===== src/rtl/core/iexp_pkg.sv =====
`timescale 1ns / 1ps
package iexp_pkg;

   typedef enum logic [2:0] {
      OPC_ADD    = 3'd0,
      OPC_SUB    = 3'd1,
      OPC_MUL    = 3'd2,
      OPC_DIV    = 3'd3,
      OPC_LPAREN = 3'd4
   } op_code_type;

   typedef enum logic [2:0] {
      TK_DIGIT,
      TK_LPAR,
      TK_RPAR,
      TK_OP,
      TK_BAD
   } tok_kind_type;

   typedef struct packed {
      tok_kind_type kind;
      logic [3:0]   digit;
      op_code_type  opc;
      logic         last;
   } token_type;

   typedef struct packed {
      logic        done;
      logic [31:0] quot;
   } div_rsp_type;

   typedef enum logic [3:0] {
      S_IDLE,
      S_ENDNUM,
      S_LOOP,
      S_OPFILL,
      S_APPLY_RD,
      S_APPLY_EX,
      S_DIV_WAIT,
      S_PUSHOP,
      S_FINISH,
      S_EMIT
   } state_type;

   typedef enum logic [1:0] {
      M_LPAR,
      M_RPAR,
      M_OP,
      M_FLUSH
   } mode_type;

   localparam logic [2:0] ST_OK        = 3'd0;
   localparam logic [2:0] ST_DIVZERO   = 3'd1;
   localparam logic [2:0] ST_OVERFLOW  = 3'd2;
   localparam logic [2:0] ST_MALFORMED = 3'd3;
   localparam logic [2:0] ST_BADCHAR   = 3'd4;

   localparam logic [7:0] CH_PLUS   = 8'h2B;
   localparam logic [7:0] CH_MINUS  = 8'h2D;
   localparam logic [7:0] CH_STAR   = 8'h2A;
   localparam logic [7:0] CH_SLASH  = 8'h2F;
   localparam logic [7:0] CH_LPAR   = 8'h28;
   localparam logic [7:0] CH_RPAR   = 8'h29;
   localparam logic [7:0] CH_ZERO   = 8'h30;
   localparam logic [7:0] CH_NINE   = 8'h39;

   function automatic logic is_hi_prec(input op_code_type op);
      return (op == OPC_MUL) || (op == OPC_DIV);
   endfunction

endpackage


===== src/rtl/core/iexp_ram.sv =====
`timescale 1ns / 1ps
module iexp_ram #(
   parameter int WIDTH = 8,
   parameter int DEPTH = 16
) (
   input  logic                     clock,
   input  logic                     we,
   input  logic [$clog2(DEPTH)-1:0] waddr,
   input  logic [WIDTH-1:0]         wdata,
   input  logic [$clog2(DEPTH)-1:0] raddr,
   output logic [WIDTH-1:0]         rdata
);

   logic [WIDTH-1:0] mem_ff [DEPTH];
   logic [WIDTH-1:0] rdata_ff;

   always_ff @(posedge clock) begin
      if (we) begin
         mem_ff[waddr] <= wdata;
      end
      rdata_ff <= mem_ff[raddr];
   end

   assign rdata = rdata_ff;

endmodule


===== src/rtl/core/iexp_div.sv =====
`timescale 1ns / 1ps
module iexp_div import iexp_pkg::*; (
   input  logic        clock,
   input  logic        reset,
   input  logic        start,
   input  logic [31:0] dividend,
   input  logic [31:0] divisor,
   output div_rsp_type rsp
);

   logic [31:0] rem_ff, rem_in;
   logic [31:0] quo_ff, quo_in;
   logic [31:0] dvs_ff, dvs_in;
   logic [5:0]  cnt_ff, cnt_in;
   logic        done_ff, done_in;
   logic [32:0] shifted;
   logic [32:0] diff;

   // One quotient bit per cycle, restoring form.
   always_comb begin
      shifted = {rem_ff, quo_ff[31]};
      diff    = shifted - {1'b0, dvs_ff};
      rem_in  = rem_ff;
      quo_in  = quo_ff;
      dvs_in  = dvs_ff;
      cnt_in  = cnt_ff;
      done_in = 1'b0;
      if (start) begin
         rem_in = '0;
         quo_in = dividend;
         dvs_in = divisor;
         cnt_in = 6'd32;
      end else if (cnt_ff != 6'd0) begin
         if (!diff[32]) begin
            rem_in = diff[31:0];
            quo_in = {quo_ff[30:0], 1'b1};
         end else begin
            rem_in = shifted[31:0];
            quo_in = {quo_ff[30:0], 1'b0};
         end
         cnt_in = cnt_ff - 6'd1;
         done_in = (cnt_ff == 6'd1);
      end
   end

   always_ff @(posedge clock) begin
      if (reset) begin
         cnt_ff  <= '0;
         done_ff <= 1'b0;
      end else begin
         cnt_ff  <= cnt_in;
         done_ff <= done_in;
      end
      rem_ff <= rem_in;
      quo_ff <= quo_in;
      dvs_ff <= dvs_in;
   end

   assign rsp.done = done_ff;
   assign rsp.quot = quo_ff;

endmodule


===== src/rtl/core/iexp_fifo.sv =====
`timescale 1ns / 1ps
module iexp_fifo import iexp_pkg::*; (
   input  logic      clock,
   input  logic      reset,
   input  logic      push,
   input  token_type push_tok,
   output logic      full,
   input  logic      pop,
   output logic      head_valid,
   output token_type head_tok
);

   token_type  slot_ff [2];
   logic       wptr_ff, wptr_in;
   logic       rptr_ff, rptr_in;
   logic [1:0] cnt_ff, cnt_in;

   always_comb begin
      wptr_in = wptr_ff ^ push;
      rptr_in = rptr_ff ^ pop;
      cnt_in  = cnt_ff + {1'b0, push} - {1'b0, pop};
   end

   always_ff @(posedge clock) begin
      if (reset) begin
         wptr_ff <= 1'b0;
         rptr_ff <= 1'b0;
         cnt_ff  <= '0;
      end else begin
         wptr_ff <= wptr_in;
         rptr_ff <= rptr_in;
         cnt_ff  <= cnt_in;
      end
      if (push) begin
         slot_ff[wptr_ff] <= push_tok;
      end
   end

   assign full       = (cnt_ff == 2'd2);
   assign head_valid = (cnt_ff != 2'd0);
   assign head_tok   = slot_ff[rptr_ff];

endmodule


===== src/rtl/core/iexp_front.sv =====
`timescale 1ns / 1ps
module iexp_front import iexp_pkg::*; (
   input  logic       req_valid,
   input  logic [7:0] req_ch,
   input  logic       req_last,
   output logic       req_stall,
   input  logic       q_full,
   output logic       q_push,
   output token_type  q_tok
);

   logic [7:0] dig;

   // Sort the character into a token kind.
   always_comb begin
      dig         = req_ch - CH_ZERO;
      q_tok.kind  = TK_BAD;
      q_tok.digit = dig[3:0];
      q_tok.opc   = OPC_ADD;
      q_tok.last  = req_last;
      if (req_ch >= CH_ZERO && req_ch <= CH_NINE) begin
         q_tok.kind = TK_DIGIT;
      end else begin
         case (req_ch)
            CH_LPAR:  q_tok.kind = TK_LPAR;
            CH_RPAR:  q_tok.kind = TK_RPAR;
            CH_PLUS:  begin q_tok.kind = TK_OP; q_tok.opc = OPC_ADD; end
            CH_MINUS: begin q_tok.kind = TK_OP; q_tok.opc = OPC_SUB; end
            CH_STAR:  begin q_tok.kind = TK_OP; q_tok.opc = OPC_MUL; end
            CH_SLASH: begin q_tok.kind = TK_OP; q_tok.opc = OPC_DIV; end
            default:  q_tok.kind = TK_BAD;
         endcase
      end
   end

   assign req_stall = q_full;
   assign q_push    = req_valid && !q_full;

endmodule


===== src/rtl/core/iexp_back.sv =====
`timescale 1ns / 1ps
module iexp_back import iexp_pkg::*; #(
   parameter int OP_DEPTH  = 16,
   parameter int VAL_DEPTH = 16
) (
   input  logic        clock,
   input  logic        reset,
   input  logic        tok_valid,
   input  token_type   tok,
   output logic        tok_pop,
   output logic        rsp_valid,
   input  logic        rsp_stall,
   output logic [31:0] rsp_value,
   output logic [2:0]  rsp_status
);

   localparam int OCW = $clog2(OP_DEPTH + 1);
   localparam int OAW = $clog2(OP_DEPTH);
   localparam int VCW = $clog2(VAL_DEPTH + 1);
   localparam int VAW = $clog2(VAL_DEPTH);

   state_type   state_ff, state_in;
   mode_type    mode_ff, mode_in;
   op_code_type code_ff, code_in;
   op_code_type cur_ff, cur_in;
   op_code_type otos_ff, otos_in;
   logic        last_ff, last_in;
   logic [2:0]  err_ff, err_in;
   logic [31:0] acc_ff, acc_in;
   logic        innum_ff, innum_in;
   logic [OCW-1:0] oc_ff, oc_in;
   logic [VCW-1:0] vc_ff, vc_in;
   logic [31:0] vtos_ff, vtos_in;
   logic        qneg_ff, qneg_in;
   logic        rv_ff, rv_in;
   logic [31:0] rval_ff, rval_in;
   logic [2:0]  rst_ff, rst_in;

   logic           o_we, v_we;
   logic [OAW-1:0] o_waddr, o_raddr;
   logic [VAW-1:0] v_waddr, v_raddr;
   logic [2:0]     o_rdata;
   logic [31:0]    v_rdata;
   logic [31:0]    acc_x10, lhs, rhs, prod, lhs_mag, rhs_mag;
   logic           oc_zero, vc_lt2, o_full, v_full, stop_op, can_emit, div_start;
   div_rsp_type    div_rsp;

   assign oc_zero  = (oc_ff == '0);
   assign vc_lt2   = (vc_ff < VCW'(2));
   assign o_full   = (oc_ff == OCW'(OP_DEPTH));
   assign v_full   = (vc_ff == VCW'(VAL_DEPTH));
   assign stop_op  = oc_zero || (otos_ff == OPC_LPAREN) ||
                     (!is_hi_prec(otos_ff) && is_hi_prec(code_ff));
   assign can_emit = !rv_ff || !rsp_stall;
   assign o_waddr  = OAW'(oc_ff - OCW'(1));
   assign o_raddr  = OAW'(oc_ff - OCW'(2));
   assign v_waddr  = VAW'(vc_ff - VCW'(1));
   assign v_raddr  = VAW'(vc_ff - VCW'(2));
   assign acc_x10  = {acc_ff[28:0], 3'b000} + {acc_ff[30:0], 1'b0} + {28'd0, tok.digit};
   assign lhs      = v_rdata;
   assign rhs      = vtos_ff;
   assign prod     = lhs * rhs;
   assign lhs_mag  = lhs[31] ? (32'd0 - lhs) : lhs;
   assign rhs_mag  = rhs[31] ? (32'd0 - rhs) : rhs;
   assign tok_pop  = (state_ff == S_IDLE) && tok_valid;

   // Next state
   always_comb begin
      state_in = state_ff;
      case (state_ff)
         S_IDLE: begin
            if (tok_valid) begin
               if (err_ff == ST_OK && (tok.kind == TK_LPAR || tok.kind == TK_RPAR ||
                   tok.kind == TK_OP)) begin
                  state_in = S_ENDNUM;
               end else if (tok.last) begin
                  state_in = S_ENDNUM;
               end
            end
         end
         S_ENDNUM:   state_in = (mode_ff == M_LPAR) ? S_PUSHOP : S_LOOP;
         S_LOOP: begin
            if (err_ff != ST_OK) begin
               state_in = (mode_ff == M_FLUSH) ? S_EMIT : S_FINISH;
            end else begin
               case (mode_ff)
                  M_RPAR:  state_in = oc_zero ? S_FINISH : S_OPFILL;
                  M_OP:    state_in = stop_op ? S_PUSHOP : S_OPFILL;
                  M_FLUSH: state_in = (oc_zero || otos_ff == OPC_LPAREN) ? S_EMIT : S_OPFILL;
                  default: state_in = S_FINISH;
               endcase
            end
         end
         S_OPFILL:   state_in = (cur_ff == OPC_LPAREN) ? S_FINISH : S_APPLY_RD;
         S_APPLY_RD: state_in = vc_lt2 ? S_LOOP : S_APPLY_EX;
         S_APPLY_EX: begin
            if (cur_ff == OPC_DIV && rhs != 32'd0) begin
               state_in = S_DIV_WAIT;
            end else begin
               state_in = S_LOOP;
            end
         end
         S_DIV_WAIT: state_in = div_rsp.done ? S_LOOP : S_DIV_WAIT;
         S_PUSHOP:   state_in = S_FINISH;
         S_FINISH:   state_in = last_ff ? S_ENDNUM : S_IDLE;
         S_EMIT:     state_in = can_emit ? S_IDLE : S_EMIT;
         default:    state_in = S_IDLE;
      endcase
   end

   // Datapath and stack control
   always_comb begin
      mode_in   = mode_ff;
      code_in   = code_ff;
      cur_in    = cur_ff;
      otos_in   = otos_ff;
      last_in   = last_ff;
      err_in    = err_ff;
      acc_in    = acc_ff;
      innum_in  = innum_ff;
      oc_in     = oc_ff;
      vc_in     = vc_ff;
      vtos_in   = vtos_ff;
      qneg_in   = qneg_ff;
      rv_in     = rv_ff && rsp_stall;
      rval_in   = rval_ff;
      rst_in    = rst_ff;
      o_we      = 1'b0;
      v_we      = 1'b0;
      div_start = 1'b0;
      case (state_ff)
         S_IDLE: begin
            if (tok_valid) begin
               last_in = tok.last;
               if (err_ff == ST_OK) begin
                  case (tok.kind)
                     TK_DIGIT: begin
                        acc_in   = innum_ff ? acc_x10 : {28'd0, tok.digit};
                        innum_in = 1'b1;
                     end
                     TK_LPAR: begin mode_in = M_LPAR; code_in = OPC_LPAREN; end
                     TK_RPAR: mode_in = M_RPAR;
                     TK_OP:   begin mode_in = M_OP; code_in = tok.opc; end
                     default: err_in = ST_BADCHAR;
                  endcase
               end
               if (err_ff != ST_OK || tok.kind == TK_DIGIT || tok.kind == TK_BAD) begin
                  mode_in = M_FLUSH;
               end
            end
         end
         S_ENDNUM: begin
            if (err_ff == ST_OK && innum_ff) begin
               if (v_full) begin
                  err_in = ST_OVERFLOW;
               end else begin
                  v_we    = (vc_ff != '0);
                  vtos_in = acc_ff;
                  vc_in   = vc_ff + VCW'(1);
               end
               innum_in = 1'b0;
               acc_in   = '0;
            end
         end
         S_LOOP: begin
            if (err_ff == ST_OK) begin
               case (mode_ff)
                  M_RPAR: begin
                     if (oc_zero) begin
                        err_in = ST_MALFORMED;
                     end else begin
                        cur_in = otos_ff;
                        oc_in  = oc_ff - OCW'(1);
                     end
                  end
                  M_OP: begin
                     if (!stop_op) begin
                        cur_in = otos_ff;
                        oc_in  = oc_ff - OCW'(1);
                     end
                  end
                  M_FLUSH: begin
                     if (oc_zero) begin
                        if (vc_ff != VCW'(1)) begin
                           err_in = ST_MALFORMED;
                        end
                     end else if (otos_ff == OPC_LPAREN) begin
                        err_in = ST_MALFORMED;
                     end else begin
                        cur_in = otos_ff;
                        oc_in  = oc_ff - OCW'(1);
                     end
                  end
                  default: err_in = err_ff;
               endcase
            end
         end
         S_OPFILL:   otos_in = op_code_type'(o_rdata);
         S_APPLY_RD: begin
            if (vc_lt2) begin
               err_in = ST_MALFORMED;
            end
         end
         S_APPLY_EX: begin
            case (cur_ff)
               OPC_ADD: begin vtos_in = lhs + rhs; vc_in = vc_ff - VCW'(1); end
               OPC_SUB: begin vtos_in = lhs - rhs; vc_in = vc_ff - VCW'(1); end
               OPC_MUL: begin vtos_in = prod;      vc_in = vc_ff - VCW'(1); end
               default: begin
                  if (rhs == 32'd0) begin
                     err_in = ST_DIVZERO;
                  end else begin
                     div_start = 1'b1;
                     qneg_in   = lhs[31] ^ rhs[31];
                  end
               end
            endcase
         end
         S_DIV_WAIT: begin
            if (div_rsp.done) begin
               vtos_in = qneg_ff ? (32'd0 - div_rsp.quot) : div_rsp.quot;
               vc_in   = vc_ff - VCW'(1);
            end
         end
         S_PUSHOP: begin
            if (err_ff == ST_OK) begin
               if (o_full) begin
                  err_in = ST_OVERFLOW;
               end else begin
                  o_we    = !oc_zero;
                  otos_in = code_ff;
                  oc_in   = oc_ff + OCW'(1);
               end
            end
         end
         S_FINISH: mode_in = M_FLUSH;
         S_EMIT: begin
            if (can_emit) begin
               rv_in    = 1'b1;
               rval_in  = (err_ff == ST_OK) ? vtos_ff : 32'd0;
               rst_in   = err_ff;
               err_in   = ST_OK;
               oc_in    = '0;
               vc_in    = '0;
               acc_in   = '0;
               innum_in = 1'b0;
            end
         end
         default: err_in = err_ff;
      endcase
   end

   always_ff @(posedge clock) begin
      if (reset) begin
         state_ff <= S_IDLE;
         err_ff   <= ST_OK;
         acc_ff   <= '0;
         innum_ff <= 1'b0;
         oc_ff    <= '0;
         vc_ff    <= '0;
         rv_ff    <= 1'b0;
      end else begin
         state_ff <= state_in;
         err_ff   <= err_in;
         acc_ff   <= acc_in;
         innum_ff <= innum_in;
         oc_ff    <= oc_in;
         vc_ff    <= vc_in;
         rv_ff    <= rv_in;
      end
      mode_ff <= mode_in;
      code_ff <= code_in;
      cur_ff  <= cur_in;
      otos_ff <= otos_in;
      last_ff <= last_in;
      vtos_ff <= vtos_in;
      qneg_ff <= qneg_in;
      rval_ff <= rval_in;
      rst_ff  <= rst_in;
   end

   iexp_ram #(.WIDTH(3), .DEPTH(OP_DEPTH)) u_op_ram (
      .clock (clock),
      .we    (o_we),
      .waddr (o_waddr),
      .wdata (otos_ff),
      .raddr (o_raddr),
      .rdata (o_rdata)
   );

   iexp_ram #(.WIDTH(32), .DEPTH(VAL_DEPTH)) u_val_ram (
      .clock (clock),
      .we    (v_we),
      .waddr (v_waddr),
      .wdata (vtos_ff),
      .raddr (v_raddr),
      .rdata (v_rdata)
   );

   iexp_div u_div (
      .clock    (clock),
      .reset    (reset),
      .start    (div_start),
      .dividend (lhs_mag),
      .divisor  (rhs_mag),
      .rsp      (div_rsp)
   );

   assign rsp_valid  = rv_ff;
   assign rsp_value  = rval_ff;
   assign rsp_status = rst_ff;

endmodule


===== src/rtl/core/infix_expression_evaluator_top.sv =====
`timescale 1ns / 1ps
// Channel   Direction  Handshake             Payload
// req_      in         req_valid / req_stall  req_ch[7:0], req_last
// rsp_      out        rsp_valid / rsp_stall  rsp_value[31:0] signed, rsp_status[2:0]
//
// Steps: a digit folds into the accumulator; '(' closes the number and is pushed; ')' or an
// operator closes it and applies stacked operators, '/' via the bit-serial divider. The last
// word closes the number, flushes operators, checks the stacks and loads the result register.
// Reset: synchronous, active high; clears counts, status, accumulator and handshakes.
// Stalls: a two-word queue parts the front from the sequencer, and the result register
// holds a word under rsp_stall while the next expression is already being taken.
module infix_expression_evaluator_top import iexp_pkg::*; #(
   parameter int OP_STACK_DEPTH    = 16,
   parameter int VALUE_STACK_DEPTH = 16
) (
   input  logic               clock,
   input  logic               reset,
   input  logic               req_valid,
   output logic               req_stall,
   input  logic [7:0]         req_ch,
   input  logic               req_last,
   output logic               rsp_valid,
   input  logic               rsp_stall,
   output logic signed [31:0] rsp_value,
   output logic [2:0]         rsp_status
);

   logic        q_push, q_full, q_pop, q_valid;
   token_type   q_in_tok, q_head;
   logic [31:0] value_raw;

   // Front: sort each character into a token and queue it.
   iexp_front u_front (
      .req_valid (req_valid),
      .req_ch    (req_ch),
      .req_last  (req_last),
      .req_stall (req_stall),
      .q_full    (q_full),
      .q_push    (q_push),
      .q_tok     (q_in_tok)
   );

   // Hold up to two tokens so the front keeps taking words while the back works.
   iexp_fifo u_fifo (
      .clock      (clock),
      .reset      (reset),
      .push       (q_push),
      .push_tok   (q_in_tok),
      .full       (q_full),
      .pop        (q_pop),
      .head_valid (q_valid),
      .head_tok   (q_head)
   );

   // Back: operator and value stacks, arithmetic and the result register.
   iexp_back #(
      .OP_DEPTH  (OP_STACK_DEPTH),
      .VAL_DEPTH (VALUE_STACK_DEPTH)
   ) u_back (
      .clock      (clock),
      .reset      (reset),
      .tok_valid  (q_valid),
      .tok        (q_head),
      .tok_pop    (q_pop),
      .rsp_valid  (rsp_valid),
      .rsp_stall  (rsp_stall),
      .rsp_value  (value_raw),
      .rsp_status (rsp_status)
   );

   assign rsp_value = $signed(value_raw);

endmodule


===== config.mk =====
export PLATFORM = sky130hd
export DESIGN_NAME = infix_expression_evaluator_top
export DESIGN_NICKNAME = d
export VERILOG_FILES = /design/src/rtl/core/iexp_pkg.sv /design/src/rtl/core/iexp_ram.sv /design/src/rtl/core/iexp_div.sv /design/src/rtl/core/iexp_fifo.sv /design/src/rtl/core/iexp_front.sv /design/src/rtl/core/iexp_back.sv /design/src/rtl/core/infix_expression_evaluator_top.sv
export SDC_FILE = /design/constraint.sdc
export NUM_CORES = 2
export LEC_CHECK = 0
export BUFFER_PORTS_ARGS = -buffer_cell sky130_fd_sc_hd__buf_2
export CORE_MARGIN = 4
export CORE_UTILIZATION = 59
export DETAILED_ROUTE_END_ITERATION = 10
export PLACE_DENSITY = 0.78
export SETUP_SLACK_MARGIN = 0.3
export SLEW_MARGIN = 5
export SYNTH_ARGS = -nofsm -noshare
export SYNTH_HDL_FRONTEND = slang
export SYNTH_SLANG_ARGS = --single-unit

===== constraint.sdc =====
create_clock -name clock -period 7.3 [get_ports clock]
set_input_delay 1.46 -clock clock [delete_from_list [all_inputs] [get_ports clock]]
set_output_delay 1.46 -clock clock [all_outputs]
set_load 0.1 [all_outputs]

======== Word-level counts from Yosys, hierarchy flattened ========
Memories as Yosys holds them, arrays and structs flattened. A register that Yosys moved wholly into a read port is not among the register bits.
Cells that the tools add are included.
cells by class
  add/sub/neg operators ................... 18
  $mul .................................... 1
  order comparisons ....................... 3
  equality and inequality tests ........... 70
  muxes and demuxes ....................... 113
  bitwise logic cells ..................... 6
  reduce and logical (&&, ||, !) cells .... 62
operators by type and width
  operator                                            count
  two-way mux 32 bit                                  14
  case mux 32 bit (3 select lines)                    3
  subtractor 1 x 32 -> 32 bit (first input constant)  3
  two-way mux 3 bit                                   29
  adder 32 bit                                        2
  two-way mux 5 bit                                   12
  == test 8 x 6 -> 1 bit (second input constant)      6
  case mux 4 bit (10 select lines)                    1
  subtractor 33 x 32 -> 33 bit                        1
  adder 32 x 4 -> 32 bit                              1
  logical NOT 32 bit                                  1
  multiplier 32 x 32 -> 32 bit                        1
  two-way mux 4 bit                                   8
  nonzero test 32 bit                                 1
  subtractor 32 bit                                   1
  two-way mux 31 bit                                  1
  case mux 5 bit (3 select lines)                     2
  two-way mux 1 bit                                   26
  == test 3 x 2 -> 1 bit (second input constant)      8
  != test 2 bit (second input constant)               12
  case mux 3 bit (7 select lines)                     1
  case mux 5 bit (4 select lines)                     1
  != test 2 x 1 -> 1 bit (second input constant)      9
  case mux 3 bit (2 select lines)                     3
  other kinds (61)                                    126
word-level totals
  bits in registers ....................... 238
  RAM bits ................................ 582
  output and inout port bits .............. 37
  word-level logic and storage cells ...... 302
  memories kept ........................... 3
memory list
  memory                   depth  bits a word  read ports  clocked after memory_dff  write ports  line             text
  u_back.u_val_ram.mem_ff  16     32           1           1                         1            iexp_ram.sv:14   logic [WIDTH-1:0] mem_ff [DEPTH];
  u_back.u_op_ram.mem_ff   16     3            1           1                         1            iexp_ram.sv:14
  u_fifo.slot_ff           2      11           1           1                         1            iexp_fifo.sv:13  token_type slot_ff [2];

======== Depth between registers and ports, before layout ========
  depth after elaboration ................. 9
  mapped depth ............................ 28

======== Cells and area by module ========
Synthesis repeated with hierarchy kept, for this count alone.
second synthesis, totals
  cell total of the unflattened synthesis .. 4818
  area total of the unflattened synthesis .. 56915.8 sq um
modules (own cells, without submodules)
  module                       instances  cells an instance  area each (sq um)  seq. area each (sq um)
  iexp_back                    1          3220               27817.9            3423.3
  iexp_ram (u_back.u_val_ram)  1          838                19835.3            16015.4
  iexp_div                     1          577                6084.6             2702.6
  iexp_ram (u_back.u_op_ram)   1          103                2011.9             1501.4
  iexp_fifo                    1          53                 998.5              740.7
  iexp_front                   1          27                 167.7              0.0

======== Worst setup path before layout ========
Ideal clock, no wire load.
  path kind ............................... flip-flop to flip-flop
  start ................................... reg u_back.vtos_ff[9], in the netlist u_back.rhs[9]
  end ..................................... reg u_back.vtos_ff[30], in the netlist u_back.rhs[30] (data pin)
  arrival time ............................ 7.221 ns
  data required time ...................... 7.031 ns
  path slack .............................. -0.191 ns
  stages on the path, launching flop included .. 23
  path buffers ............................ 2
  cell sequence ........................... edfxtp_1 clkbuf_1 buf_1 nand2_1 fa_1 fa_1 fa_1 inv_1 fa_1 fa_1 fa_1 fa_1 fa_1 ha_1 a21o_1 a21o_1 a21o_1 a21o_1 a21o_1 a41oi_1 mux2_2 a2111oi_0 nand3_1
between the ends
  cells in the longest elaborated chain, start to end .. 3
  elaborated cells on any way between the ends .. 5
  those cells by class .................... add/sub (2); mul (1); mux (2)
ends and longest elaborated chain
  element                                               line              text
  start, declared                                       iexp_back.sv:33   logic [31:0] vtos_ff, vtos_in;
  start signal, assigned                                iexp_back.sv:276  vtos_ff <= vtos_in;
  multiplier 32 x 32 -> 32 bit (tied with other cells)  iexp_back.sv:62   assign prod = lhs * rhs;
  case mux 32 bit (3 select lines) (*)                  iexp_back.sv:205  case (cur_ff)
  case mux 32 bit (3 select lines) (*)                  iexp_back.sv:131  case (state_ff)
  via u_back.vtos_in[30]                                iexp_back.sv:33
Mark *: on every way through the listed nets, which the timed path passes. The rest lies on a longest branch.
A chain may end at the register's enable or synchronous reset.

======== Final worst setup path ========
  start ................................... reg u_back.vtos_ff[2], in the netlist u_back.rhs[2]
  end ..................................... reg u_back.vtos_ff[30], in the netlist u_back.rhs[30] (data pin)
Same word-level chain as after synthesis.

==> key figures <==
CTS
  – Clock latency on the worst-skew pair: between 0.6 and 0.7 ns
  – # H-tree levels: 3
  – CTS Buffer Depth: 3
  – Num CTS Buffers: 88
  – Root Buffer: clkbuf_16
  – Clk sinks: ~850
  – # hold bufs at CTS: 0
  – CTS tree: done
  – Clk slew on worst S/H paths: around 0.060 ns

Timing
  – Hold slack: around 0.5 ns
  – Slew margin rel.: 0.207
  – Setup Skew: around 0.029 ns
  – Crit path time final: 7.22 ns
  – RSZ-0062 raised after global routing: yes
  – Worst Max-Slew Pin Slew: ~1.2 ns
  – Hold Vio Cnt, Final: 0
  – Fin crit share: 0.989
  – Peak Freq: between 100 and 150 MHz
  – Slew Viols, Final: 0
  – # setup viols final: 0

Floorplanning
  – Die H: ~320 um
  – Placeable Area: 93700 um2
  – Std-Cell Rows: 112
  – DIE WIDTH: approximately 320 um
  – Io pins: 50
  – Starting Density: 0.598
  – Die area: 100000 um2

Finish
  – Fin cells: between 6000 and 7000
  – Register area: roughly 24000 um2
  – Nets: about 5500
  – Final Util: 0.665
  – Filler Cell Count: around 6600
  – Area Overhead vs Synth: 11.1%
  – Share of cells above drive strength 1: 0.146
  – Area of the multi-input gates: roughly 30000 um2

Min path
  – WHS Endpoint: u_back.u_div.rem_ff[24]$_SDFFE_PP0N_
  – Class of the most critical hold timing path: flop to flop
  – Hold path cells: 2
  – Hold_sp: u_back.u_div.rem_ff[23]$_SDFFE_PP0N_

Detailed routing
  – Via density: 6.21
  – Per-cell routed wire length: around 25 um
  – DRC violations left: 0
  – 1st-pass router iterations: 6
  – 1st-iter DRT viols: a little under 4000
  – Via count of the routed design: 38000
  – Final ANT Viol Nets: 0
  – DRT Wirelength: approximately 150000 um

Run
  – Max cap viols: 0

Run status
  – Run status: finished clean

Logic synthesis
  – Average size of a mapped cell: about 12 um2
  – Number of synthesized register bits: 853
  – EDFF count, synth: between 700 and 800
  – Synth Warn #: 0
  – Most frequent cell after synthesis: edfxtp_1
  – Top cells by area, synth: edfxtp_1 (39%), fa_1 (15%), mux4_2 (7.0%)
  – Yosys top cell area share: 0.388
  – Ys flop type: edfxtp_1
  – Synth area leader: edfxtp_1
  – Post-Syn Nets: about 5400
  – Top post-synthesis cells by count: edfxtp_1 (724), inv_1 (471), nand2_1 (429)
  – Seq/Total Area, Yosys: 0.434
  – Unique cell type count in the Yosys netlist: 80
  – Asr flop ratio synth: 0
  – Mapped cell area: 56100 um2
  – Syn Inst Count: roughly 4700

Global route
  – Global route overflow: 0
  – First-pass GRT wire length: roughly 230000 um
  – Vias in the first global route: 38600
  – Gr usage total: 0.308
  – Largest net degree at the start of global routing: 63
  – Initial antenna violation count: 4

Place
  – Port bufs: a little under 50
  – HPWL after DPL: between 100000 and 150000 um
  – Placed cells: just under 6000
  – Routability cong.: 0.971

Worst setup path
  – Max FO, Critical Path: 9
  – Slowest CP cell: fa_1
  – Worst setup SP type: flop
  – Worst Reg2Reg Path Length in Cells: 25
  – Most common cell on crit path: fa_1
  – WS Path Type: flop to flop
  – FF-to-FF Start: u_back.rhs[2]$_DFFE_PP_
  – CP max stage delay: roughly 0.54 ns
  – Reg2Reg Setup Slack: roughly 0.083 ns
  – Arrival @ worst endpoint: around 7.6 ns
  – Crit Reg-Reg Endpoint: u_back.rhs[30]$_DFFE_PP_
  – Critical Path RT: just under 8 ns
  – Worst setup EP type: flop
## sequential cells by signal (all words and copies together) (netlist names), 4 cells and up
signal	count
u_back.acc_ff	32
u_back.oc_ff	5
u_back.rhs	32
u_back.rsp_value	32
u_back.state_ff	4
u_back.u_div.cnt_ff	6
u_back.u_div.dvs_ff	32
u_back.u_div.quo_ff	32
u_back.u_div.rem_ff	32
u_back.u_op_ram.mem_ff	48
u_back.u_val_ram.mem_ff	512
u_back.u_val_ram.rdata	32
u_back.vc_ff	5
u_fifo.slot_ff	20
## how the worst max path moves through the flow
stage	startpoint	end	cells past startpoint
after global placement	u_back.u_val_ram.rdata[12]$_DFF_P_	u_back.rhs[23]$_DFFE_PP_	24
final	u_back.rhs[2]$_DFFE_PP_	u_back.rhs[30]$_DFFE_PP_	25
after CTS	u_back.rhs[2]$_DFFE_PP_	u_back.rhs[31]$_DFFE_PP_	25
after detailed placement	u_back.u_val_ram.rdata[12]$_DFF_P_	u_back.rhs[25]$_DFFE_PP_	23
after floorplan	u_back.rhs[7]$_DFFE_PP_	u_back.rhs[30]$_DFFE_PP_	23
after global routing	u_back.rhs[3]$_DFFE_PP_	u_back.rhs[30]$_DFFE_PP_	26
## kinds of logic after synthesis
family	Yosys count	synth area share
simple gates	1242	0.110
flops	853	0.434
buf+inv	727	0.0491
fa+ha+maj	684	0.208
compound gates	662	0.0758
xor+xnor	297	0.0465
mux	213	0.0773
## layout make-up
cell class	count	share of cell area
clock buffers	104	0.0370
well taps	1254	0.0252
clock inverters	60	0.0101
flip-flops and latches	853	0.391
diodes	3	0.000120
multi-input cells	3098	0.475
repair buffers	267	0.0339
inverters	471	0.0284
## cells in the final DEF (no fill, tap or decap), drive strengths merged, types with 105 or more instances in the layout
cell    count
clkbuf    105
o21ai     195
xnor2     176
and2      348
ha        272
xor2      121
a21oi     154
buf       266
dfxtp     129
edfxtp    724
inv       473
nand2     429
fa        412
nor2      205
mux4      175
## what timing repair did
item | CTS | global route
buffers inserted | 26 | 6
gates cloned | 1 | 0
pin swaps | 40 | 39
gates resized for setup | 33 | 50
setup endpoints to repair | 10 | 15
## worst max-delay path: cells and delay by family (launching register included)
kind,cells,cell delay (ns)
flops,1,0.44
simple gates,4,1.02
compound gates,6,1.09
mux,1,0.34
fa+ha+maj,9,3.68
buf+inv,5,0.39
## metrics by stage
stage	area, um2	setup TNS [ns]	worst slack (ns)
after CTS	62100	0	0.153
final	62300	0	0.0825
after global placement	58700	0	0.128
after floorplan	56300	0	0.207
after detailed placement	58700	0	0.0283
after global routing	62300	-0.447	-0.142
## layer usage
layer  track usage  vias to the layer above  share of wire
li1              -                    16500              -
met1         0.396                    19100           0.37
met2         0.512                     1937           0.49
met3        0.0525                      466          0.085
met4         0.155                        2          0.058
met5             0                        -       0.000079
Power is not shown: default switching activity piles up to over one toggle a cycle in this logic, so the estimate is an artifact.
